File: src/rtl/b64d_pkg.sv
package b64d_pkg;

    // Result status codes.
    typedef enum logic [1:0] {
        ST_OK         = 2'd0,
        ST_BAD_SYMBOL = 2'd1,
        ST_BAD_PAD    = 2'd2,
        ST_BAD_LENGTH = 2'd3
    } b64d_status_t;

    // Character codes that need special handling.
    localparam logic [7:0] CH_PAD   = 8'h3D;
    localparam logic [7:0] CH_PLUS  = 8'h2B;
    localparam logic [7:0] CH_SLASH = 8'h2F;

    // One input item.
    typedef struct packed {
        logic [7:0] char_in;
        logic       msg_end;
    } b64d_in_t;

    // One result item.
    typedef struct packed {
        logic [7:0]   byte_out;
        b64d_status_t status;
        logic         run_last;
        logic         msg_last;
    } b64d_out_t;

    // Work handed from the front part to the back part: all results of one item.
    typedef struct packed {
        logic [23:0]  data;
        logic [1:0]   cnt;
        b64d_status_t status;
        logic         msg_end;
    } b64d_job_t;

    // Decode one alphabet character. Bit 6 is set when the byte is not a data symbol.
    function automatic logic [6:0] sym_decode(input logic [7:0] c);
        logic [6:0] r;
        begin
            r = 7'h40;
            if (c inside {[8'h41:8'h5A]})
            begin
                r = {1'b0, 6'(c - 8'd65)};
            end
            else if (c inside {[8'h61:8'h7A]})
            begin
                r = {1'b0, 6'(c - 8'd71)};
            end
            else if (c inside {[8'h30:8'h39]})
            begin
                r = {1'b0, 6'(c + 8'd4)};
            end
            else if (c == CH_PLUS)
            begin
                r = {1'b0, 6'd62};
            end
            else if (c == CH_SLASH)
            begin
                r = {1'b0, 6'd63};
            end
            return r;
        end
    endfunction

endpackage

File: src/rtl/b64d_front.sv
module b64d_front (
    input  logic               clk,
    input  logic               rst_n,
    input  logic               accept,
    input  b64d_pkg::b64d_in_t item,
    output logic               job_push,
    output b64d_pkg::b64d_job_t job
);

    logic [23:0] acc_reg, acc_next;
    logic [1:0]  pos_reg, pos_next;
    logic [1:0]  pad_reg, pad_next;
    logic        disc_reg, disc_next;

    logic [6:0]  sym;
    logic [23:0] acc_shift;
    logic [1:0]  pad_inc;
    logic        job_valid;

    assign sym       = b64d_pkg::sym_decode(item.char_in);
    assign acc_shift = {acc_reg[17:0], 6'd0};
    assign pad_inc   = pad_reg + 2'd1;

    // Classify the character and work out the next quantum state and the job.
    always_comb
    begin
        acc_next    = acc_reg;
        pos_next    = pos_reg;
        pad_next    = pad_reg;
        disc_next   = disc_reg;
        job_valid   = 1'b0;
        job.data    = acc_shift;
        job.cnt     = 2'd1;
        job.status  = b64d_pkg::ST_OK;
        job.msg_end = item.msg_end;

        if (disc_reg)
        begin
            if (item.msg_end)
            begin
                disc_next = 1'b0;
            end
        end
        else if (item.msg_end && pos_reg != 2'd3)
        begin
            job_valid  = 1'b1;
            job.status = b64d_pkg::ST_BAD_LENGTH;
        end
        else if (pad_reg != 2'd0 && pos_reg == 2'd0)
        begin
            job_valid  = 1'b1;
            job.status = b64d_pkg::ST_BAD_PAD;
        end
        else if (item.char_in == b64d_pkg::CH_PAD)
        begin
            if (pos_reg < 2'd2)
            begin
                job_valid  = 1'b1;
                job.status = b64d_pkg::ST_BAD_PAD;
            end
            else if (pos_reg == 2'd2)
            begin
                acc_next = acc_shift;
                pad_next = 2'd1;
                pos_next = 2'd3;
            end
            else
            begin
                job_valid = 1'b1;
                job.cnt   = (pad_inc == 2'd1) ? 2'd2 : 2'd1;
                acc_next  = '0;
                pos_next  = 2'd0;
                pad_next  = item.msg_end ? 2'd0 : pad_inc;
            end
        end
        else if (pad_reg != 2'd0)
        begin
            job_valid  = 1'b1;
            job.status = b64d_pkg::ST_BAD_PAD;
        end
        else if (sym[6])
        begin
            job_valid  = 1'b1;
            job.status = b64d_pkg::ST_BAD_SYMBOL;
        end
        else if (pos_reg != 2'd3)
        begin
            acc_next = {acc_reg[17:0], sym[5:0]};
            pos_next = pos_reg + 2'd1;
        end
        else
        begin
            job_valid = 1'b1;
            job.data  = {acc_reg[17:0], sym[5:0]};
            job.cnt   = 2'd3;
            acc_next  = '0;
            pos_next  = 2'd0;
            pad_next  = 2'd0;
        end

        // Any error clears the quantum and drops the rest of the message.
        if (job_valid && job.status != b64d_pkg::ST_OK)
        begin
            job.data  = '0;
            job.cnt   = 2'd1;
            job.msg_end = 1'b1;
            acc_next  = '0;
            pos_next  = 2'd0;
            pad_next  = 2'd0;
            disc_next = !item.msg_end;
        end
    end

    assign job_push = accept && job_valid;

    // Quantum state registers.
    always_ff @(posedge clk or negedge rst_n)
    begin
        if (!rst_n)
        begin
            acc_reg  <= '0;
            pos_reg  <= 2'd0;
            pad_reg  <= 2'd0;
            disc_reg <= 1'b0;
        end
        else if (accept)
        begin
            acc_reg  <= acc_next;
            pos_reg  <= pos_next;
            pad_reg  <= pad_next;
            disc_reg <= disc_next;
        end
    end

    // An error always leaves a clean quantum behind it.
    assert property (@(posedge clk) disable iff (!rst_n)
        (job_push && job.status != b64d_pkg::ST_OK) |=> (pos_reg == 2'd0 && pad_reg == 2'd0))
        else $error("quantum not cleared after error");

    // While characters are being dropped no job is produced.
    assert property (@(posedge clk) disable iff (!rst_n)
        disc_reg |-> !job_push)
        else $error("job produced while discarding");

    // Every job carries at least one result.
    assert property (@(posedge clk) disable iff (!rst_n)
        job_push |-> (job.cnt != 2'd0))
        else $error("job with no results");

endmodule

File: src/rtl/b64d_queue.sv
module b64d_queue #(
    parameter int DEPTH = 4
) (
    input  logic                clk,
    input  logic                rst_n,
    input  logic                push,
    input  b64d_pkg::b64d_job_t push_job,
    input  logic                pop,
    output b64d_pkg::b64d_job_t head,
    output logic                q_empty,
    output logic                q_full
);

    localparam int PW = (DEPTH > 1) ? $clog2(DEPTH) : 1;
    localparam int CW = $clog2(DEPTH + 1);

    b64d_pkg::b64d_job_t mem_reg [DEPTH];
    logic [PW-1:0] wr_ptr_reg, wr_ptr_next;
    logic [PW-1:0] rd_ptr_reg, rd_ptr_next;
    logic [CW-1:0] count_reg, count_next;
    logic          do_push, do_pop;

    assign q_empty = (count_reg == '0);
    assign q_full  = (count_reg == CW'(DEPTH));
    assign do_push = push && !q_full;
    assign do_pop  = pop && !q_empty;
    assign head    = mem_reg[rd_ptr_reg];

    // Pointer wrap and occupancy.
    always_comb
    begin
        wr_ptr_next = wr_ptr_reg;
        rd_ptr_next = rd_ptr_reg;
        count_next  = count_reg;
        if (do_push)
        begin
            wr_ptr_next = (wr_ptr_reg == PW'(DEPTH - 1)) ? '0 : wr_ptr_reg + PW'(1);
        end
        if (do_pop)
        begin
            rd_ptr_next = (rd_ptr_reg == PW'(DEPTH - 1)) ? '0 : rd_ptr_reg + PW'(1);
        end
        if (do_push && !do_pop)
        begin
            count_next = count_reg + CW'(1);
        end
        else if (do_pop && !do_push)
        begin
            count_next = count_reg - CW'(1);
        end
    end

    always_ff @(posedge clk or negedge rst_n)
    begin
        if (!rst_n)
        begin
            wr_ptr_reg <= '0;
            rd_ptr_reg <= '0;
            count_reg  <= '0;
        end
        else
        begin
            wr_ptr_reg <= wr_ptr_next;
            rd_ptr_reg <= rd_ptr_next;
            count_reg  <= count_next;
        end
    end

    // Job storage.
    always_ff @(posedge clk)
    begin
        if (do_push)
        begin
            mem_reg[wr_ptr_reg] <= push_job;
        end
    end

    assert property (@(posedge clk) disable iff (!rst_n)
        count_reg <= CW'(DEPTH))
        else $error("queue occupancy out of range");

    assert property (@(posedge clk) disable iff (!rst_n)
        !(push && q_full))
        else $error("job pushed into a full queue");

    assert property (@(posedge clk) disable iff (!rst_n)
        (do_pop && !do_push) |=> (count_reg == $past(count_reg) - CW'(1)))
        else $error("queue count did not drop after pop");

endmodule

File: src/rtl/b64d_back.sv
module b64d_back (
    input  logic                clk,
    input  logic                rst_n,
    input  b64d_pkg::b64d_job_t head,
    input  logic                q_empty,
    input  logic                pop,
    output logic                deq,
    output b64d_pkg::b64d_out_t result
);

    logic [1:0] k_reg, k_next;
    logic       last;

    assign last = (k_reg == head.cnt - 2'd1);

    // Pick the byte of the quantum that is due and mark the run ends.
    always_comb
    begin
        case (k_reg)
            2'd0:    result.byte_out = head.data[23:16];
            2'd1:    result.byte_out = head.data[15:8];
            2'd2:    result.byte_out = head.data[7:0];
            default: result.byte_out = 8'd0;
        endcase
        result.status   = head.status;
        result.run_last = last;
        result.msg_last = last && head.msg_end;
    end

    assign deq = pop && !q_empty && last;

    // Step through the bytes of the head job.
    always_comb
    begin
        k_next = k_reg;
        if (pop && !q_empty)
        begin
            k_next = last ? 2'd0 : k_reg + 2'd1;
        end
    end

    always_ff @(posedge clk or negedge rst_n)
    begin
        if (!rst_n)
        begin
            k_reg <= 2'd0;
        end
        else
        begin
            k_reg <= k_next;
        end
    end

    assert property (@(posedge clk) disable iff (!rst_n)
        !q_empty |-> (k_reg < head.cnt))
        else $error("byte index past end of job");

    assert property (@(posedge clk) disable iff (!rst_n)
        (!q_empty && head.status != b64d_pkg::ST_OK) |->
            (head.cnt == 2'd1 && result.byte_out == 8'd0 && result.msg_last))
        else $error("malformed error result");

    assert property (@(posedge clk) disable iff (!rst_n)
        (pop && !q_empty && !last) |=> !q_empty)
        else $error("job left before all its bytes were taken");

endmodule

File: src/rtl/base64_stream_decoder.sv
// Streaming Base64 decoder (standard alphabet with '=' padding). One character
// is taken per cycle while full is low; full rises only when QUEUE_DEPTH
// decoded quanta or error reports are waiting to be read. Results leave one per
// cycle while empty is low: a complete quantum gives three bytes over three
// pops (two or one when padded), so four characters against three bytes keep
// pace with a steady one-character-per-cycle stream. A result is queued as the
// character ending its quantum is taken. Errors (bad symbol, bad padding, length
// not a multiple of four) give a single result with a zero byte and msg_last set;
// the rest of that message is then dropped without results.
module base64_stream_decoder #(
    parameter int QUEUE_DEPTH = 4
) (
    input  logic                clk,
    input  logic                rst_n,
    input  logic                push,
    output logic                full,
    input  b64d_pkg::b64d_in_t  char_item,
    output logic                empty,
    input  logic                pop,
    output b64d_pkg::b64d_out_t result
);

    logic                job_push;
    b64d_pkg::b64d_job_t job;
    b64d_pkg::b64d_job_t head;
    logic                deq;
    logic                accept;

    assign accept = push && !full;

    // Front: classify characters and build quanta.
    b64d_front u_front (
        .clk      (clk),
        .rst_n    (rst_n),
        .accept   (accept),
        .item     (char_item),
        .job_push (job_push),
        .job      (job)
    );

    // Queue of finished quanta and error reports.
    b64d_queue #(
        .DEPTH (QUEUE_DEPTH)
    ) u_queue (
        .clk      (clk),
        .rst_n    (rst_n),
        .push     (job_push),
        .push_job (job),
        .pop      (deq),
        .head     (head),
        .q_empty  (empty),
        .q_full   (full)
    );

    // Back: hand out the bytes one item at a time.
    b64d_back u_back (
        .clk     (clk),
        .rst_n   (rst_n),
        .head    (head),
        .q_empty (empty),
        .pop     (pop),
        .deq     (deq),
        .result  (result)
    );

endmodule
File: config.mk
export PLATFORM = sky130hd
export DESIGN_NAME = base64_stream_decoder
export DESIGN_NICKNAME = d
export VERILOG_FILES = /design/src/rtl/b64d_pkg.sv /design/src/rtl/b64d_front.sv /design/src/rtl/b64d_queue.sv /design/src/rtl/b64d_back.sv /design/src/rtl/base64_stream_decoder.sv
export SDC_FILE = /design/constraint.sdc
export NUM_CORES = 1
export LEC_CHECK = 0
export BUFFER_PORTS_ARGS = -buffer_cell sky130_fd_sc_hd__buf_2
export CORE_MARGIN = 10
export CORE_UTILIZATION = 33
export CTS_BUF_LIST = sky130_fd_sc_hd__clkbuf_8
export DETAILED_ROUTE_END_ITERATION = 8
export SLEW_MARGIN = 10
export SYNTH_ARGS = -nofsm -noshare
export SYNTH_HDL_FRONTEND = slang
export SYNTH_SLANG_ARGS = --single-unit
File: constraint.sdc
create_clock -name clk -period 3 [get_ports clk]
set_input_delay 0.15 -clock clk [delete_from_list [all_inputs] [get_ports clk]]
set_output_delay 0.15 -clock clk [all_outputs]
set_load 0.03 [all_outputs]
# Word level (Yosys, flattened, before mapping)
# Memory sizes are Yosys's and may differ from the RTL's.
# Cells that the tools add are included.
[word_totals]
ff_bits = 32
latchBits = 0
ram_bits = 116
romBits = 0
out_inout_bits = 14
word_cells = 148
mem_count = 1
[mem_list]
columns = ["memory", "words", "word_bits", "rd", "rd_clocked_by_memory_dff", "write_ports", "line", "rtl"]
rows = [
  ["u_queue.mem_reg", 4, 29, 1, 0, 1, "b64d_queue.sv:17", "b64d_pkg::b64d_job_t mem_reg [DEPTH];"],
]
[classes]
addsub = 11
n_mul = 0
div = 0
n_lt_le_gt_ge = 7
n_eq_ne = 19
shifts = 0
muxes = 74
n_bitwise = 0
reduce_logical = 28
[ops]
columns = ["operator", "count"]
rows = [
  ["two-way mux 18 bit", 10],
  ["two-way mux 2 bit", 31],
  ["two-way mux 8 bit", 5],
  ["two-way mux 7 bit", 5],
  ["two-way mux 26 bit", 1],
  ["== test 8 x 6 -> 1 bit (second input constant)", 3],
  ["case mux 8 bit (3 select lines)", 1],
  ["greater-or-equal comparator 8 x 7 -> 1 bit (second input constant)", 2],
  ["less-or-equal comparator 8 x 7 -> 1 bit (second input constant)", 2],
  ["two-way mux 1 bit", 16],
  ["logical AND 1 bit", 15],
  ["inequality test 3 bit (second input constant)", 4],
  ["adder 2 x 1 -> 2 bit (second input constant)", 5],
  ["two-way mux 10 bit", 1],
  ["== test 2 bit (second input constant)", 4],
  ["greater-or-equal comparator 8 x 6 -> 1 bit (second input constant)", 1],
  ["less-or-equal comparator 8 x 6 -> 1 bit (second input constant)", 1],
  ["inequality test 2 bit (second input constant)", 4],
  ["AND reduction 8 bit", 1],
  ["AND reduction 7 bit", 1],
  ["adder 6 x 3 -> 6 bit (second input constant)", 1],
  ["two-way mux 3 bit", 2],
  ["two-way mux 6 bit", 1],
  ["nonzero test 2 bit", 3],
  ["other kinds (13)", 19],
]

# Depth between registers and ports, before layout
[depth]
word_depth = 18
depth_mapped = 14
ltp_nobuf = 13

# Hierarchy
# A second synthesis with hierarchy kept.
[hier_totals]
cells_unflattened = 500
area_unflattened_um2 = 7034.2
[modules_own_cells]
columns = ["mod", "instances", "cells_per_inst", "area_each_um2", "seq_area_each_um2"]
rows = [
  ["b64d_queue", 1, 188, 4618.2, 3658.5],
  ["b64d_front", 1, 260, 2014.4, 575.6],
  ["b64d_back", 1, 51, 387.9, 50.0],
  ["base64_stream_decoder", 1, 1, 13.8, 0.0],
]

# Worst setup path after synthesis
# OpenSTA, ideal clock, no wires.
[synth_path]
path_type = "input port to flip-flop"
from = "input port char_item[3] in the netlist's numbering"
to = "memory u_queue.mem_reg[3][0] in the netlist's numbering (enable)"
t_arrival_ns = 2.604
required_time_ns = 2.611
slack_ns = 0.007
cell_stages = 9
n_path_buf = 1
cell_sequence = "buf_2 > inv_1 > ha_1 > a21o_1 > o2111a_1 > and3b_1 > o31a_4 > a21oi_2 > and2_1"
[synth_between]
elab_chain_cells = 16
elab_cells_between_ends = 27
classes_between = "6 x order compare; 3 x eq/ne; 13 x mux; 5 x reduce/logical"
[synth_rtl]
columns = ["element", "line", "rtl"]
rows = [
  ["start: declaration", "base64_stream_decoder.sv:17", "input b64d_pkg::b64d_in_t char_item,"],
  ["branches (longest 8 deep; another with greater-or-equal comparator 8 x 6 -> 1 bit)", "--", ""],
  ["two-way mux 1 bit *", "b64d_front.sv:54", "else if (item.char_in == b64d_pkg::CH_PAD)"],
  ["two-way mux 1 bit *", "b64d_front.sv:49", "else if (pad_reg != 2'd0 && pos_reg == 2'd0)"],
  ["two-way mux 1 bit *", "b64d_front.sv:44", "else if (item.msg_end && pos_reg != 2'd3)"],
  ["two-way mux 1 bit *", "b64d_front.sv:37", "if (disc_reg)"],
  ["logical AND 1 bit *", "b64d_front.sv:114", "assign job_push = accept && job_valid;"],
  ["logical AND 1 bit *", "b64d_queue.sv:25", "assign do_push = push && !q_full;"],
  ["net u_queue.do_push", "b64d_queue.sv:21", "logic do_push, do_pop;"],
  ["two-way mux 1 bit *", "b64d_queue.sv:72", "if (do_push)"],
  ["two-way mux 1 bit (implied by the code) *", "b64d_queue.sv:74", "mem_reg[wr_ptr_reg] <= push_job;"],
  ["end: declaration", "b64d_queue.sv:17", ""],
]
# Mark *: on every way through the listed nets, which the timed path passes.

# Worst setup path in the final report
[layout_path]
from = "register u_front.pos_reg[1]"
to = "register u_queue.count_reg[2]"
[layout_between]
elab_chain_cells = 13
elab_cells_between_ends = 22
classes_between = "1 x order compare; 2 x eq/ne; 10 x mux; 9 x reduce/logical"
[layout_rtl]
columns = ["element", "line", "rtl"]
rows = [
  ["start: declaration", "b64d_front.sv:11", "logic [1:0] pos_reg, pos_next;"],
  ["start signal: assignment", "b64d_front.sv:129", "pos_reg <= pos_next;"],
  ["inequality test 2 bit", "b64d_front.sv:44, b64d_front.sv:86", ""],
  ["two-way mux 1 bit", "b64d_front.sv:86", "else if (pos_reg != 2'd3)"],
  ["two-way mux 1 bit", "b64d_front.sv:81", "else if (sym[6])"],
  ["two-way mux 1 bit", "b64d_front.sv:76", "else if (pad_reg != 2'd0)"],
  ["two-way mux 1 bit", "b64d_front.sv:54", ""],
  ["two-way mux 1 bit", "b64d_front.sv:49", ""],
  ["two-way mux 1 bit *", "b64d_front.sv:44", ""],
  ["two-way mux 1 bit *", "b64d_front.sv:37", ""],
  ["logical AND 1 bit *", "b64d_front.sv:114", ""],
  ["logical AND 1 bit *", "b64d_queue.sv:25", ""],
  ["net u_queue.do_push", "b64d_queue.sv:21", ""],
  ["logical NOT 1 bit", "b64d_queue.sv:47", "else if (do_pop && !do_push)"],
  ["logical AND 1 bit", "b64d_queue.sv:47", ""],
  ["nonzero test 2 bit (no source line)", "--", ""],
  ["end signal: assignment", "b64d_queue.sv:65", "count_reg <= count_next;"],
  ["end: declaration", "b64d_queue.sv:20", "logic [CW-1:0] count_reg, count_next;"],
]
# The timed path passes the listed nets; every way through them passes the cells marked *.
# A chain may end at the register's enable or synchronous reset.

==> results.txt <==
- The first global-routing pass estimated 22300 um of wire.
- Area of the core: 0.0202 mm^2
- The count of buffers added on input and output ports is 26.
* Synthesis Warnings: 0
- Endpoint type of the worst setup path: flip-flop
- Final period utilization: 0.920
- Setup violations remaining at the end of the flow were counted as 0.
- Synthesis instantiated 53 different standard cells from the library.
- Sorting the synthesized cells by how often they occur yields 116 x sky130_fd_sc_hd__edfxtp_1, 32 x sky130_fd_sc_hd__dfrtp_1, 29 x sky130_fd_sc_hd__mux4_2, 27 x sky130_fd_sc_hd__nand2_1, 24 x sky130_fd_sc_hd__and2_1.
- Final Max Tran Viols: 0
- Power, Total: 6.84 mW
- STA puts the critical path data required time at 3.37 ns.
* Total negative slack for setup checks: 0 ns
- Unrepaired setup endpoints after global routing: false
- Dividing the detail-routed via count by the number of cells gives 5.03.
* Top cells by area in the synthesized netlist: sky130_fd_sc_hd__edfxtp_1 52%, sky130_fd_sc_hd__dfrtp_1 12%, sky130_fd_sc_hd__mux4_2 9.7%
- Final estimated routing congestion in global placement: 0.834
- DRC violations left: 0
- Crit path kind: reg -> reg
- Total Wirelength: 13900 um
* Clock slew at the register clock pins of the worst setup and hold paths: 0.08 ns
* Clk sinks: 148
- Longest Clk Path Bufs: 2
- The initial antenna violation count was 0.
* Count of TritonRoute iterations in the first routing pass: 4
* Slew at the pin with the worst max-slew slack: 0.785 ns
- Die area: 0.0266 mm^2
- The share of synthesized area in the top cell type comes to 0.515.
* Design area: 0.00779 mm^2
- 0 antenna diodes ended up in the layout.
* Number of nets in the finished design: 538
- Vias in the first global route: 4257
- Clock tree root buffer cell: sky130_fd_sc_hd__clkbuf_8
* Max Cap Viol: 0
- Drt initial violations: 230
- Die X-Extent: 163 um
- In the synthesized netlist the dominant register cell turns out to be sky130_fd_sc_hd__edfxtp_1.
* Flip-flop count of the largest register after layout: 116
- Number of post-CTS setup repair buffers: 0
- The run finished with clean final reports.
- Maximum fanout count along the critical path: 6
- For the final database, setup skew stands at 0.00828 ns.
- Row Count: 52
* Fraction of final layout cells with drive strength greater than 1: 0.230
* Routed wire length per instance: 17.8 um
- Achievable Freq: 0.362 GHz
* Die span in y: 163 um
- P per Cell Area: 878 mW/mm^2
- TritonCTS built the clock tree.
* Synthesized netlist cell count: 451
* Synth Cell Area: 0.00676 mm^2
- Largest area contributor in the synthesized netlist: sky130_fd_sc_hd__edfxtp_1
- Proportion of synthesized chip area in sequential cells: 0.634
- The number of hold violations in the final report came to 0.
- Entering global routing, the biggest net connects 33 pins.
- H-tree depth: 4
- Post-synthesis net count: 488
- Post-route non-filler standard cell count: 784
- In this run, synthesis produced a sequential element count of 148.
* Starting Density: 0.335
- Critical Path AT: 3.13 ns
* DR vias: 3942
- Final period demand of the worst path: 2.76 ns
* Post-detailed-placement cell area: 0.00737 mm^2
- For this run, asynchronously set or reset flops after synthesis account for 0.216.
- Post-synthesis area per instance: 15.0 um^2
- During I/O placement, the number of pins put on the boundary was 27.
- Summed over all cells, the static leakage comes to 2.81 nW.
* Worst max-slew margin expressed relative to the limit: 0.477
* Top-count cell post-synth: sky130_fd_sc_hd__edfxtp_1
* CTS Buf Count: 17
- In the global route stage, overall resource usage came out at 0.107.
* Number of antenna-violating nets in the routed design: 0
- Placed Instances: 751
- Smallest hold slack: 0.0607 ns
- Crit start category: flip-flop
- Insertion delay of the later-clocked pin in the worst-skew pair: 0.44 ns
- The worst hold path belongs to the class in -> reg.
* Number of enable flip-flop cells after synthesis: 116
- Layout Area Growth over Synthesis: 15.3%
- After global routing the overflow that remains totals 0.
- HPWL after DPL: 9200 um
* Worst IR Drop VDD: 420 uV
[layer usage]
metal,global-route usage,wire length [um]
met5,0,0
met4,0.0336,157
met3,0.0264,459
met2,0.183,7070
met1,0.129,6250
[final cells by class]
cell class,count,area (um^2)
fillers,1937,12400
flip-flops and latches,148,4290
multi-input cells,266,2310
repair buffers,50,375
well taps,270,338
clock buffers,17,234
clock inverters,15,179
inverters,18,67.6
[cells by family (layout without fill, tap and decap cells)]
group	count (synthesis)	in the layout	share of synthesized area
flops	148	148	0.634
simple gates	116	116	0.0920
compound gates	81	81	0.0850
buf+inv	37	100	0.0242
mux	35	35	0.106
fa+ha+maj	24	24	0.0455
xor+xnor	10	10	0.0130
[path summary, 6_finish.rpt]
check	from	endpoint	slack, ns	depth (start not counted)
worst max register to register	u_front.pos_reg[1]	u_queue.count_reg[2]	0.24	13
min in group asynchronous	rst_n	u_front.pos_reg[1]	0.33	2
worst min-delay path	push	u_front.disc_reg	0.06	4
worst max-delay path	u_front.pos_reg[1]	u_queue.count_reg[2]	0.24	13
max in group asynchronous	rst_n	u_queue.rd_ptr_reg[0]	2.13	2
worst min register to register	u_queue.count_reg[2]	u_queue.count_reg[2]	0.49	1
[critical path: stages, from the launching register on]
cell and delay (ns):
sky130_fd_sc_hd__dfrtp_1 0.49, sky130_fd_sc_hd__inv_1 0.12, sky130_fd_sc_hd__ha_1 0.15, sky130_fd_sc_hd__inv_1 0.04, sky130_fd_sc_hd__o21ai_0 0.36, sky130_fd_sc_hd__a21oi_2 0.08, sky130_fd_sc_hd__o31a_4 0.15, sky130_fd_sc_hd__a21oi_2 0.17
sky130_fd_sc_hd__ha_1 0.20, sky130_fd_sc_hd__inv_1 0.07, sky130_fd_sc_hd__fa_1 0.43, sky130_fd_sc_hd__xor2_1 0.17, sky130_fd_sc_hd__nor2_1 0.11, sky130_fd_sc_hd__xor2_1 0.14
[what timing repair did]
item	in CTS	in global routing
resized for setup	0	0
hold buffers	1	0
hold endpoints to repair	32	0
setup endpoints to repair	0	0
[stage by stage]
stage                     utilization  setup WS (ns)
after global placement          0.365          0.121
after CTS                       0.386          0.236
after floorplan                     -        0.00733
after detailed placement        0.365         0.0495
final                           0.386          0.240
after global routing            0.386        0.00588
[where the power goes]
| part | switching [mW] | total [mW] | internal, mW |
|---|---|---|---|
| combinational | 1.49 | 2.52 | 1.03 |
| clock | 0.750 | 1.58 | 0.827 |
| sequential | 0.160 | 2.74 | 2.58 |
| total | 2.40 | 6.84 | 4.44 |
[cells in the final DEF (no fill, tap or decap), drive strengths merged, types with 2 or more instances in the layout]
cell,n
buf,49
nand3b,4
mux2,5
clkinvlp,5
nand2,27
clkbuf,17
or3,3
nor3b,3
nor2,21
xor2,4
dfrtp,32
o22ai,3
xnor2,6
mux4,29
o21ai,15
nand4,8
o2bb2ai,2
nor3,5
nand2b,4
and2,24
a21oi,23
bufinv,3
a22oi,8
nand3,8
ha,23
o31ai,4
inv,24
a22o,15
edfxtp,116
nor2b,6
Note: power is estimated with default switching activity, not from simulation.
